**src/vplc_pkg.sv**
```systemverilog
package vplc_pkg;

  // fixed field widths
  localparam int TARGET_W = 16;
  localparam int GAIN_W   = 24;
  localparam int LIMIT_W  = 15;
  localparam int FILT_W   = 18;
  localparam int INTEG_W  = 16;
  localparam int DRIVE_W  = 32;

  localparam int ENCODER_BITS_DEF = 16;

  // gains carry eight fraction bits
  localparam int GAIN_FRAC = 8;

  // low-pass weights: new = (3*err + 7*last) / 10
  localparam int DIV_BY       = 10;
  localparam int FILT_SAT_MAG = DIV_BY * (2 ** (FILT_W - 1));
  // magnitudes below the saturation point fit in this many bits
  localparam int MAG_W        = $clog2(FILT_SAT_MAG);
  // divide by ten as a multiply by ceil(2^24 / 10) and a shift by 24
  localparam int RECIP_SH     = 24;
  localparam int DIV_RECIP    = (2 ** RECIP_SH + DIV_BY - 1) / DIV_BY;

  localparam int LIMIT_RESET = 10000;

  // apb register map
  localparam int APB_DATA_W = 32;
  localparam int APB_ADDR_W = 4;
  localparam int REG_IDX_W  = 2;

  typedef enum logic [REG_IDX_W-1:0] {
    REG_PROP_GAIN  = 2'd0,
    REG_INTEG_GAIN = 2'd1,
    REG_INTEG_LIM  = 2'd2
  } reg_idx_e;

  typedef struct packed {
    logic [GAIN_W-1:0]  prop_gain;
    logic [GAIN_W-1:0]  integ_gain;
    logic [LIMIT_W-1:0] integral_limit;
  } cfg_t;

  typedef enum logic [3:0] {
    ST_IDLE,
    ST_PREP,
    ST_DIV,
    ST_FILT,
    ST_INTEG,
    ST_MUL_P,
    ST_MUL_I,
    ST_SUM,
    ST_OUT
  } state_e;

endpackage

```
**src/vplc_regs.sv**
```systemverilog
module vplc_regs (
  input  logic                               clk_i,
  input  logic                               rst_ni,
  input  logic                               psel,
  input  logic                               penable,
  input  logic                               pwrite,
  input  logic [vplc_pkg::APB_ADDR_W-1:0]    paddr,
  input  logic [vplc_pkg::APB_DATA_W-1:0]    pwdata,
  output logic [vplc_pkg::APB_DATA_W-1:0]    prdata,
  output logic                               pready,
  output vplc_pkg::cfg_t                     cfg_o
);
  import vplc_pkg::*;

  cfg_t                 cfg_q;
  logic [REG_IDX_W-1:0] idx;
  logic                 wr_en;

  assign idx    = paddr[APB_ADDR_W-1:2];
  assign wr_en  = psel && penable && pwrite;
  assign pready = 1'b1;
  assign cfg_o  = cfg_q;

  always_ff @(posedge clk_i or negedge rst_ni) begin
    if (!rst_ni) begin
      cfg_q.prop_gain      <= '0;
      cfg_q.integ_gain     <= '0;
      cfg_q.integral_limit <= LIMIT_W'(LIMIT_RESET);
    end else if (wr_en) begin
      unique case (idx)
        REG_PROP_GAIN:  cfg_q.prop_gain      <= pwdata[GAIN_W-1:0];
        REG_INTEG_GAIN: cfg_q.integ_gain     <= pwdata[GAIN_W-1:0];
        REG_INTEG_LIM:  cfg_q.integral_limit <= pwdata[LIMIT_W-1:0];
        default: ;
      endcase
    end
  end

  always_comb begin
    unique case (idx)
      REG_PROP_GAIN:
        prdata = {{(APB_DATA_W-GAIN_W){cfg_q.prop_gain[GAIN_W-1]}}, cfg_q.prop_gain};
      REG_INTEG_GAIN:
        prdata = {{(APB_DATA_W-GAIN_W){cfg_q.integ_gain[GAIN_W-1]}}, cfg_q.integ_gain};
      REG_INTEG_LIM:
        prdata = {{(APB_DATA_W-LIMIT_W){1'b0}}, cfg_q.integral_limit};
      default:
        prdata = '0;
    endcase
  end

endmodule

```
**src/velocity_pi_lowpass_controller_core.sv**
```systemverilog
// speed loop pi controller with a low-pass filtered error and a clamped integral
//
// input channel (in_valid_i / in_ready_o) takes one item: speed setpoint and the
// two encoder counts; output channel (out_valid_o / out_ready_i) returns one
// drive value per item. gains and the integral limit sit behind the apb port.
// the user must write them only in idle; the block itself does not enforce it.
//
// an item is taken only in idle; it then steps through prep, divide, filter,
// integral, both products, sum and output, which loads the output register;
// divide is skipped when the filtered error saturates. one shared multiplier
// does the divide by ten of the filter as a reciprocal multiply, then the
// proportional and the integral product, one step each. the next item is
// taken only once the block is back in idle after the output step.
//
// a finished result waits in the output register; the next item is accepted
// meanwhile, and its result is held in the last step until the receiver has
// taken the previous one. reset clears the filter and integral state, loads the
// default gains of zero and a limit of 10000, and empties the output register.
module velocity_pi_lowpass_controller_core #(
  parameter int ENCODER_BITS = vplc_pkg::ENCODER_BITS_DEF
) (
  input  logic                                  clk_i,
  input  logic                                  rst_ni,
  input  logic                                  in_valid_i,
  output logic                                  in_ready_o,
  input  logic signed [vplc_pkg::TARGET_W-1:0]  speed_setpoint_i,
  input  logic signed [ENCODER_BITS-1:0]        left_count_i,
  input  logic signed [ENCODER_BITS-1:0]        right_count_i,
  output logic                                  out_valid_o,
  input  logic                                  out_ready_i,
  output logic signed [vplc_pkg::DRIVE_W-1:0]   drive_out_o,
  input  logic                                  psel,
  input  logic                                  penable,
  input  logic                                  pwrite,
  input  logic [vplc_pkg::APB_ADDR_W-1:0]       paddr,
  input  logic [vplc_pkg::APB_DATA_W-1:0]       pwdata,
  output logic [vplc_pkg::APB_DATA_W-1:0]       prdata,
  output logic                                  pready
);
  import vplc_pkg::*;

  localparam int IN_W   = (ENCODER_BITS > TARGET_W) ? ENCODER_BITS : TARGET_W;
  localparam int ERR_W  = IN_W + 2;
  localparam int NUM_W  = ((ERR_W + 2 > FILT_W + 3) ? ERR_W + 2 : FILT_W + 3) + 1;
  localparam int ISUM_W = FILT_W + 1;
  localparam int MA_W   = GAIN_W + 1;
  localparam int MB_W   = MAG_W + 1;
  localparam int PROD_W = MA_W + MB_W;
  localparam int ACC_W  = GAIN_W + FILT_W + 1;

  cfg_t   cfg;
  state_e state_q, state_d;

  logic signed [ERR_W-1:0]   err_in, err_q;
  logic signed [NUM_W-1:0]   num;
  logic [NUM_W-1:0]          mag;
  logic                      sat_in;
  logic                      neg_q, sat_q;
  logic [MAG_W-1:0]          mag_q;
  logic signed [FILT_W-1:0]  quot_s, filt_new, filt_q;
  logic signed [INTEG_W-1:0] integ_q, integ_new, integ_lim;
  logic signed [ISUM_W-1:0]  isum, lim_s;
  logic signed [MA_W-1:0]    mul_a;
  logic signed [MB_W-1:0]    mul_b;
  logic signed [PROD_W-1:0]  mul_p, prod_q;
  logic signed [ACC_W-1:0]   acc_q, acc_adj, acc_shr;
  logic [ACC_W-DRIVE_W:0]    acc_top;
  logic signed [DRIVE_W-1:0] drive_new, out_q;
  logic                      out_valid_q, out_load;

  vplc_regs u_regs (
    .clk_i   (clk_i),
    .rst_ni  (rst_ni),
    .psel    (psel),
    .penable (penable),
    .pwrite  (pwrite),
    .paddr   (paddr),
    .pwdata  (pwdata),
    .prdata  (prdata),
    .pready  (pready),
    .cfg_o   (cfg)
  );

  assign in_ready_o  = (state_q == ST_IDLE);
  assign out_valid_o = out_valid_q;
  assign drive_out_o = out_q;
  assign out_load    = (state_q == ST_OUT) && (!out_valid_q || out_ready_i);

  assign err_in = ERR_W'(left_count_i) + ERR_W'(right_count_i) - ERR_W'(speed_setpoint_i);

  // 3*err + 7*last
  assign num = (NUM_W'(err_q) <<< 1) + NUM_W'(err_q)
             + (NUM_W'(filt_q) <<< 3) - NUM_W'(filt_q);
  assign mag    = num[NUM_W-1] ? NUM_W'(-num) : NUM_W'(num);
  assign sat_in = (mag >= NUM_W'(FILT_SAT_MAG));

  // quotient of the reciprocal multiply
  assign quot_s = $signed(prod_q[RECIP_SH+FILT_W-1:RECIP_SH]);
  always_comb begin
    if (sat_q) begin
      filt_new = neg_q ? $signed({1'b1, {(FILT_W-1){1'b0}}})
                       : $signed({1'b0, {(FILT_W-1){1'b1}}});
    end else begin
      filt_new = neg_q ? -quot_s : quot_s;
    end
  end

  assign integ_lim = $signed({1'b0, cfg.integral_limit});
  assign lim_s     = ISUM_W'(integ_lim);
  assign isum      = ISUM_W'(integ_q) + ISUM_W'(filt_q);
  always_comb begin
    if (isum > lim_s) begin
      integ_new = integ_lim;
    end else if (isum < -lim_s) begin
      integ_new = -integ_lim;
    end else begin
      integ_new = INTEG_W'(isum);
    end
  end

  // shared multiplier
  always_comb begin
    if (state_q == ST_MUL_P) begin
      mul_a = $signed({cfg.prop_gain[GAIN_W-1], cfg.prop_gain});
      mul_b = MB_W'(filt_q);
    end else if (state_q == ST_MUL_I) begin
      mul_a = $signed({cfg.integ_gain[GAIN_W-1], cfg.integ_gain});
      mul_b = MB_W'(integ_q);
    end else begin
      // reciprocal of ten, exact for every magnitude below the saturation point
      mul_a = MA_W'(DIV_RECIP);
      mul_b = $signed({1'b0, mag_q});
    end
  end
  assign mul_p = mul_a * mul_b;

  // drop the fraction toward zero, then saturate
  assign acc_adj = acc_q + (acc_q[ACC_W-1] ? ACC_W'((1 << GAIN_FRAC) - 1) : ACC_W'(0));
  assign acc_shr = acc_adj >>> GAIN_FRAC;
  assign acc_top = acc_shr[ACC_W-1:DRIVE_W-1];
  always_comb begin
    if ((&acc_top) || !(|acc_top)) begin
      drive_new = acc_shr[DRIVE_W-1:0];
    end else if (acc_shr[ACC_W-1]) begin
      drive_new = $signed({1'b1, {(DRIVE_W-1){1'b0}}});
    end else begin
      drive_new = $signed({1'b0, {(DRIVE_W-1){1'b1}}});
    end
  end

  always_ff @(posedge clk_i or negedge rst_ni) begin
    if (!rst_ni) begin
      state_q <= ST_IDLE;
    end else begin
      state_q <= state_d;
    end
  end

  always_comb begin
    state_d = state_q;
    unique case (state_q)
      ST_IDLE:  if (in_valid_i) state_d = ST_PREP;
      ST_PREP:  state_d = sat_in ? ST_FILT : ST_DIV;
      ST_DIV:   state_d = ST_FILT;
      ST_FILT:  state_d = ST_INTEG;
      ST_INTEG: state_d = ST_MUL_P;
      ST_MUL_P: state_d = ST_MUL_I;
      ST_MUL_I: state_d = ST_SUM;
      ST_SUM:   state_d = ST_OUT;
      ST_OUT:   if (out_load) state_d = ST_IDLE;
      default:  state_d = ST_IDLE;
    endcase
  end

  // filter and integral state
  always_ff @(posedge clk_i or negedge rst_ni) begin
    if (!rst_ni) begin
      filt_q  <= '0;
      integ_q <= '0;
    end else begin
      if (state_q == ST_FILT) filt_q <= filt_new;
      if (state_q == ST_INTEG) integ_q <= integ_new;
    end
  end

  always_ff @(posedge clk_i or negedge rst_ni) begin
    if (!rst_ni) begin
      out_valid_q <= 1'b0;
    end else if (out_load) begin
      out_valid_q <= 1'b1;
    end else if (out_ready_i) begin
      out_valid_q <= 1'b0;
    end
  end

  always_ff @(posedge clk_i) begin
    if (in_valid_i && in_ready_o) err_q <= err_in;
    if (out_load) out_q <= drive_new;
    unique case (state_q)
      ST_PREP: begin
        neg_q <= num[NUM_W-1];
        sat_q <= sat_in;
        mag_q <= mag[MAG_W-1:0];
      end
      ST_DIV:   prod_q <= mul_p;
      ST_MUL_P: prod_q <= mul_p;
      ST_MUL_I: begin
        acc_q  <= ACC_W'(prod_q);
        prod_q <= mul_p;
      end
      ST_SUM:   acc_q <= acc_q + ACC_W'(prod_q);
      default: ;
    endcase
  end

  a_integral_clamped : assert property (@(posedge clk_i) disable iff (!rst_ni)
    (state_q == ST_MUL_P) |-> ((integ_q <= integ_lim) && (integ_q >= -integ_lim)))
    else $error("integral outside its limit");

  a_result_loaded : assert property (@(posedge clk_i) disable iff (!rst_ni)
    out_load |=> (out_valid_o && (state_q == ST_IDLE)))
    else $error("result not presented after final step");

  a_item_starts : assert property (@(posedge clk_i) disable iff (!rst_ni)
    (in_valid_i && in_ready_o) |=> (state_q == ST_PREP))
    else $error("accepted item did not start");

  a_out_held : assert property (@(posedge clk_i) disable iff (!rst_ni)
    (out_valid_o && !out_ready_i) |=> (out_valid_o && $stable(drive_out_o)))
    else $error("waiting result changed");

endmodule
```
**config.mk**
```make
export PLATFORM = sky130hd
export DESIGN_NAME = velocity_pi_lowpass_controller_core
export DESIGN_NICKNAME = d
export VERILOG_FILES = /design/src/vplc_pkg.sv /design/src/vplc_regs.sv /design/src/velocity_pi_lowpass_controller_core.sv
export SDC_FILE = /design/constraint.sdc
export NUM_CORES = 2
export LEC_CHECK = 0
export BUFFER_PORTS_ARGS = -buffer_cell sky130_fd_sc_hd__buf_2
export CORE_ASPECT_RATIO = 0.5
export CORE_UTILIZATION = 55
export CTS_BUF_LIST = sky130_fd_sc_hd__clkbuf_4 sky130_fd_sc_hd__clkbuf_8 sky130_fd_sc_hd__clkbuf_16
export CTS_CLUSTER_SIZE = 40
export DETAILED_ROUTE_END_ITERATION = 7
export GPL_TIMING_DRIVEN = 0
export PLACE_DENSITY = 0.72
export SLEW_MARGIN = 10
export SYNTH_ARGS = -nofsm -noshare
export SYNTH_HDL_FRONTEND = slang
export SYNTH_HIERARCHICAL = 1
export SYNTH_SLANG_ARGS = --single-unit
```
**constraint.sdc**
```tcl
create_clock -name clk_i -period 10 [get_ports clk_i]
set_clock_uncertainty 0.1 [all_clocks]
set_input_delay 0.5 -clock clk_i [delete_from_list [all_inputs] [get_ports clk_i]]
set_output_delay 0.5 -clock clk_i [all_outputs]
set_load 0.01 [all_outputs]
```
-- Yosys cells after proc, flatten, opt, wreduce, memory -nomap -nowiden
Index checks and enable logic that the tools add are counted.
- input port bits: 91
- logic and storage cells: 82
- flip-flop bits (word level): 261
- $mul: 1
- muxes and demuxes: 21
- reductions and logical operators: 19
- $add $sub $neg: 12
- magnitude comparators: 3
- equal/unequal tests: 12
- operators with widths (cell ; number):
    $pmux W32 S3 ; 1
    $pmux W43 S2 ; 1
    $mux W22 ; 3
    $mux W32 ; 2
    $mux W18 ; 3
    $mux W25 ; 2
    $add A43 B43 Y43 ; 1
    $add A43 B9 Y43 ; 1
    $mul A25 B22 Y43 ; 1
    $pmux W4 S9 ; 1
    $mux W16 ; 2
    $add A20 B21 Y22 ; 1
    $ge A22 B21 Y1 const B ; 1
    $neg A22 Y22 ; 1
    $sub A22 B18 Y22 ; 1
    $add A19 B18 Y20 ; 1
    $add A16 B18 Y19 ; 1
    $gt A19 B16 Y1 ; 1
    $lt A19 B19 Y1 ; 1
    $neg A15 Y19 ; 1
    $neg A18 Y18 ; 1
    $sub A17 B16 Y18 ; 1
    $add A16 B16 Y17 ; 1
    $eq A4 B3 Y1 const B ; 4
    other kinds (20) ; 34

-- Longest topological paths before layout
- depth after elaboration: 8
- depth in mapped cells: 34
- mapped depth without buffers: 31

-- Modules after synthesis
The synthesis kept the hierarchy.
- modules (own cells, without submodules) (module ; times used ; sequential area each (um2) ; area an instance (um2) ; cells each):
    velocity_pi_lowpass_controller_core ; 1 ; 5750.5 ; 35026.1 ; 3919
    vplc_regs ; 1 ; 1582.8 ; 2971.6 ; 217

-- Worst setup path after synthesis
No wires, ideal clock.
- path kind: register -> register
- from: register state_q[3]
- to: register prod_q[42] (data pin)
- data required time: 9.640 ns
- path buffers: 5
- period minus slack after synthesis: 8.375 ns
- data arrival time: 8.015 ns
- library setup time: 0.260 ns
- setup slack: 1.625 ns
- cell stages (with the launch flop): 34
- cell sequence: dfrtp_1 buf_4 nand2b_1 clkbuf_1 nor2_1 clkbuf_1 o21a_1 clkbuf_1 clkbuf_1 nor2_1 fa_1 inv_1 fa_1 inv_1 fa_1 inv_1 fa_1 inv_1 fa_1 fa_1 inv_1 fa_1 inv_1 ha_1 a21o_1 a21o_1 a21oi_1 a21boi_0 a21boi_0 o32a_1 a311oi_1 o31ai_1 a21oi_1 xnor2_1
- word-level cells in the longest chain between the ends: 4
- elaborated cells between the ends (all ways): 7
- those cells by class: 1 x mul; 2 x eq/ne; 4 x mux
- RTL lines (item ; line ; RTL):
    start, declared ; velocity_pi_lowpass_controller_core.sv:52 ; state_e state_q, state_d;
    start signal, assigned ; velocity_pi_lowpass_controller_core.sv:155 ; state_q <= state_d;
    $eq A4 B3 Y1 ; velocity_pi_lowpass_controller_core.sv:126 ; end else if (state_q == ST_MUL_I) begin
    $mux W25 or $mux W22 (tied branches) ; velocity_pi_lowpass_controller_core.sv:126 ;
    $mux W25 or $mux W22 (tied branches) ; velocity_pi_lowpass_controller_core.sv:123 ; if (state_q == ST_MUL_P) begin
    $mul A25 B22 Y43 * ; velocity_pi_lowpass_controller_core.sv:135 ; assign mul_p = mul_a * mul_b;
    net mul_p[42] ; velocity_pi_lowpass_controller_core.sv:65 ; logic signed [PROD_W-1:0] mul_p, prod_q;
    end signal, assigned ; velocity_pi_lowpass_controller_core.sv:205 ; ST_DIV: prod_q <= mul_p;
    end signal, assigned ; velocity_pi_lowpass_controller_core.sv:206 ; ST_MUL_P: prod_q <= mul_p;
    end signal, assigned ; velocity_pi_lowpass_controller_core.sv:209 ; prod_q <= mul_p;
    end, declared ; velocity_pi_lowpass_controller_core.sv:65 ;
Mark *: on every way through the listed nets, which the timed path passes. The rest lies on a longest branch.
A chain may end at the register's enable or synchronous reset.

-- Worst setup path in the final report
- from: register filt_q[17]
- to: register prod_q[42] (data pin)
- word-level cells in the longest chain between the ends: 2
- RTL lines (item ; line ; RTL):
    start, declared ; velocity_pi_lowpass_controller_core.sv:60 ; logic signed [FILT_W-1:0] quot_s, filt_new, filt_q;
    start signal, assigned ; velocity_pi_lowpass_controller_core.sv:181 ; if (state_q == ST_FILT) filt_q <= filt_new;
    $mux W22 ; velocity_pi_lowpass_controller_core.sv:123 ;
    $mul A25 B22 Y43 ; velocity_pi_lowpass_controller_core.sv:135 ;
    net mul_p[42] ; velocity_pi_lowpass_controller_core.sv:65 ;
The timed path passes the listed nets, and every way through them passes these cells.

==> impl_metrics.csv <==
group,metric,value,unit
status,outcome,"finished clean",
floorplan,die_h,188,µm
synthesis,synth_top_area_cell,"fa_1",
sta,rsz0062_at_grt,"false",
sta,max_slew_margin,11.2,%
synthesis,synthMuxAreaShare,3.70,%
route,wl_per_cell,22.1,µm
global_route,gr-usage-all-layers,33.6,%
sta,min_period,9.83,ns
synthesis,yosys.area_share.simple,13.0,%
synthesis,synth_area_per_cell,9.19,µm²
floorplan,coreArea,67700,µm²
floorplan,row_count,67,
synthesis,synth_top_area_share,29.9,%
synthesis,synth_xor_xnor_area_share,4.28,%
synthesis,ys_async_sr_fraction,39.1,%
route,ant_nets,0,
sta,slew_viol_final,0,
place,port_buffers,144,
final_layout,layout-drive-gt1-share,10.4,%
synthesis,yosys_register_bits,261,
clock_tree,cts.clk_slew.worst_paths,0.09,ns
synthesis,synthCells,4136,
critical_path,startpoint_type,"flop",
route,drtIter0Drc,3031,
synthesis,netlist_area,38000,µm²
clock_tree,root_buffer,"clkbuf_16",
clock_tree,htreeDepth,1,
final_layout,fill_cells,5771,
synthesis,synth_compound_area_share,11.1,%
global_route,grt_max_degree,87,
synthesis,synth-edff-count,159,
floorplan,die-area,70200,µm²
sta,hold_viol,0,
global_route,grt_pass1_wl,179000,µm
route,drc,0,
clock_tree,clkLatencyLatePin,0.60,ns
synthesis,yosysWarnings,6,
synthesis,syn-num-nets,5075,
clock_tree,numCtsBuffers,27,
sta,setup_viol,0,
job,maxCapViolCount,0,
route,avgViaCountPerCell,5.88,
synthesis,yosysSeqAreaShare,19.3,%
floorplan,ios,158,
route,first_pass_iters,6,
clock_tree,cts.sinks,261,
place,place_congestion,1.04,
global_route,overflow,0,
sta,fmax,0.102,GHz
clock_tree,cts_tree,"yes",
sta,max_slew.worst_pin.slew,1.33,ns
synthesis,synth_top_family_by_area,"adder cells",
critical_path,rrSetupSlack,0.17,ns
sta,hold_ws,0.0770,ns
final_layout,area_delta_synth_final,9.02,%
critical_path,cp_max_fo,9,
synthesis,synthFlopType,"edfxtp_1",
critical_path,endpoint_kind,"flop",
sta,post-route-period-util,98.3,%
final_layout,final_nets,5265,
route,wirelength,116000,µm
clock_tree,cts_buffer_depth,3,
worst_hold_path,min_path_type,"in -> reg",
floorplan,die_x,374,µm
synthesis,synthAdderAreaFrac,39.1,%
critical_path,path_class,"reg -> reg",
global_route,antenna_found_initial,1,
synthesis,netlist_top_cells_area,"fa_1 30%, edfxtp_1 13%, ha_1 9.3%, inv_1 7.8%, dfrtp_1 6.4%",
floorplan,start_util,56.2,%
global_route,grt_pass1_vias,31200,
critical_path,worstPathArrival,10.04,ns
critical_path,crit_required,10.21,ns
synthesis,ys_types,97,
place,hpwl,96400,µm
route,via_count,30800,
==> logic make-up after synthesis <==
logic type	count (synthesis)
xor+xnor	185
other cells	1
buf+inv	935
mux	124
flops	261
fa+ha+maj	848
simple gates	1133
compound gates	649
==> worst max-delay path: stages, from the launching register on <==
cell,delay (ns)
dfrtp_1,0.64
inv_1,0.34
o21ai_0,0.13
nand2_1,0.18
clkinv_1,0.54
a21oi_1,0.86
nor2_1,0.22
fa_1,0.64
inv_1,0.09
fa_1,0.53
inv_1,0.05
fa_1,0.39
fa_1,0.55
fa_1,0.45
fa_1,0.50
inv_1,0.05
fa_1,0.47
inv_1,0.04
ha_1,0.34
nand4_1,0.14
nor2_1,0.16
a21boi_0,0.19
a21boi_0,0.28
o32a_2,0.30
a311oi_4,0.14
o31ai_4,0.43
a21oi_1,0.23
xnor2_2,0.55
==> layout by cell type, fill, tap and decap left out, types with 17 or more instances in the layout <==
master,Yosys,final
o21a_1,33,32
xnor2_1,111,110
o31ai_1,19,18
a211oi_1,19,19
nor3_1,47,46
clkbuf_1,116,58
a21o_1,58,58
clkbuf_16,0,28
clkbuf_2,0,45
nand4_1,23,23
mux2i_1,53,53
nand2_1,476,476
a21oi_1,154,144
buf_2,12,163
xor2_1,73,73
o21ai_0,148,146
and2_1,25,24
nand3_1,45,45
or3_1,18,18
mux2_2,51,51
inv_1,785,785
dfrtp_1,97,97
and3_1,20,20
nor2_1,378,375
buf_4,11,19
o21ai_1,28,26
nand2b_1,27,27
edfxtp_1,159,159
o22ai_1,23,17
fa_1,567,565
mux2_4,20,20
ha_1,281,281
==> metal layers <==
layer	GRT usage (%)	up-vias	part of all wire, %
li1	-	13700	-
met1	45.1	15400	41
met2	51.4	1500	43
met3	10.2	240	12
met4	12.6	0	4.4
met5	0	-	0
==> cell usage after synthesis, types with 15 or more instances <==
cell type    n
a211oi_1    19
a21o_1      58
a21oi_1    154
a22o_1      15
and2_1      25
and3_1      20
clkbuf_1   116
dfrtp_1     97
edfxtp_1   159
fa_1       567
ha_1       281
inv_1      785
mux2_2      51
mux2_4      20
mux2i_1     53
nand2_1    476
nand2b_1    27
nand3_1     45
nand4_1     23
nor2_1     378
nor2b_1     15
nor3_1      47
o21a_1      33
o21ai_0    148
o21ai_1     28
o22ai_1     23
o31ai_1     19
or3_1       18
xnor2_1    111
xor2_1      73
==> worst paths after layout <==
path | depth (start not counted) | endpoint | start
min in group asynchronous | 2 | integ_q[7] | rst_ni
min | 2 | u_regs/cfg_o[20] | pwdata[5]
max reg2reg | 27 | prod_q[42] | filt_q[17]
max in group asynchronous | 3 | u_regs/cfg_o[9] | rst_ni
min reg2reg | 2 | out_valid_o | out_valid_o
max | 27 | prod_q[42] | filt_q[17]
==> through the flow <==
stage	instances	setup TNS, ns	util (%)	setup WS, ns	area [µm²]
finish	5244	0	61.2	0.173	41400
global route	5243	0	61.2	0.0221	41400
CTS	5233	0	60.8	0.00835	41100
detailed placement	5185	-5.54	59.2	-1.39	40000
global placement	5177	-5.62	58.9	-1.60	39800
floorplan	4136	0	-	1.62	38000
==> what timing repair did <==
item | 4_1_cts | 5_1_grt
hold buffers | 1 | 0
setup buffers | 0 | 12
gates resized for setup | 69 | 76
cloned | 0 | 0
pin swaps | 1 | 8
endpoints found under the setup margin | 13 | 6
hold endpoints to repair | 18 | 0
==> layout make-up <==
cell class	count	area [µm²]	area share, %
diodes	1	2.50	0.00604
multi-input cells	2940	27400	66.2
clock buffers	31	729	1.76
well taps	897	1120	2.71
inverters	788	2960	7.14
flip-flops and latches	261	7330	17.7
repair buffers	165	1020	2.46
plain buffers	143	701	1.69
clock inverters	18	151	0.365
==> sequential cells by signal (all words and copies together) (netlist names), 16 cells and up <==
signal,cells
integ_q,16
mag_q,21
err_q,18
acc_q,43
u_regs/cfg_o,63
filt_q,18
prod_q,43
drive_out_o,32
Power is not shown: default switching activity piles up to over one toggle a cycle in this logic, so the estimate is an artifact.
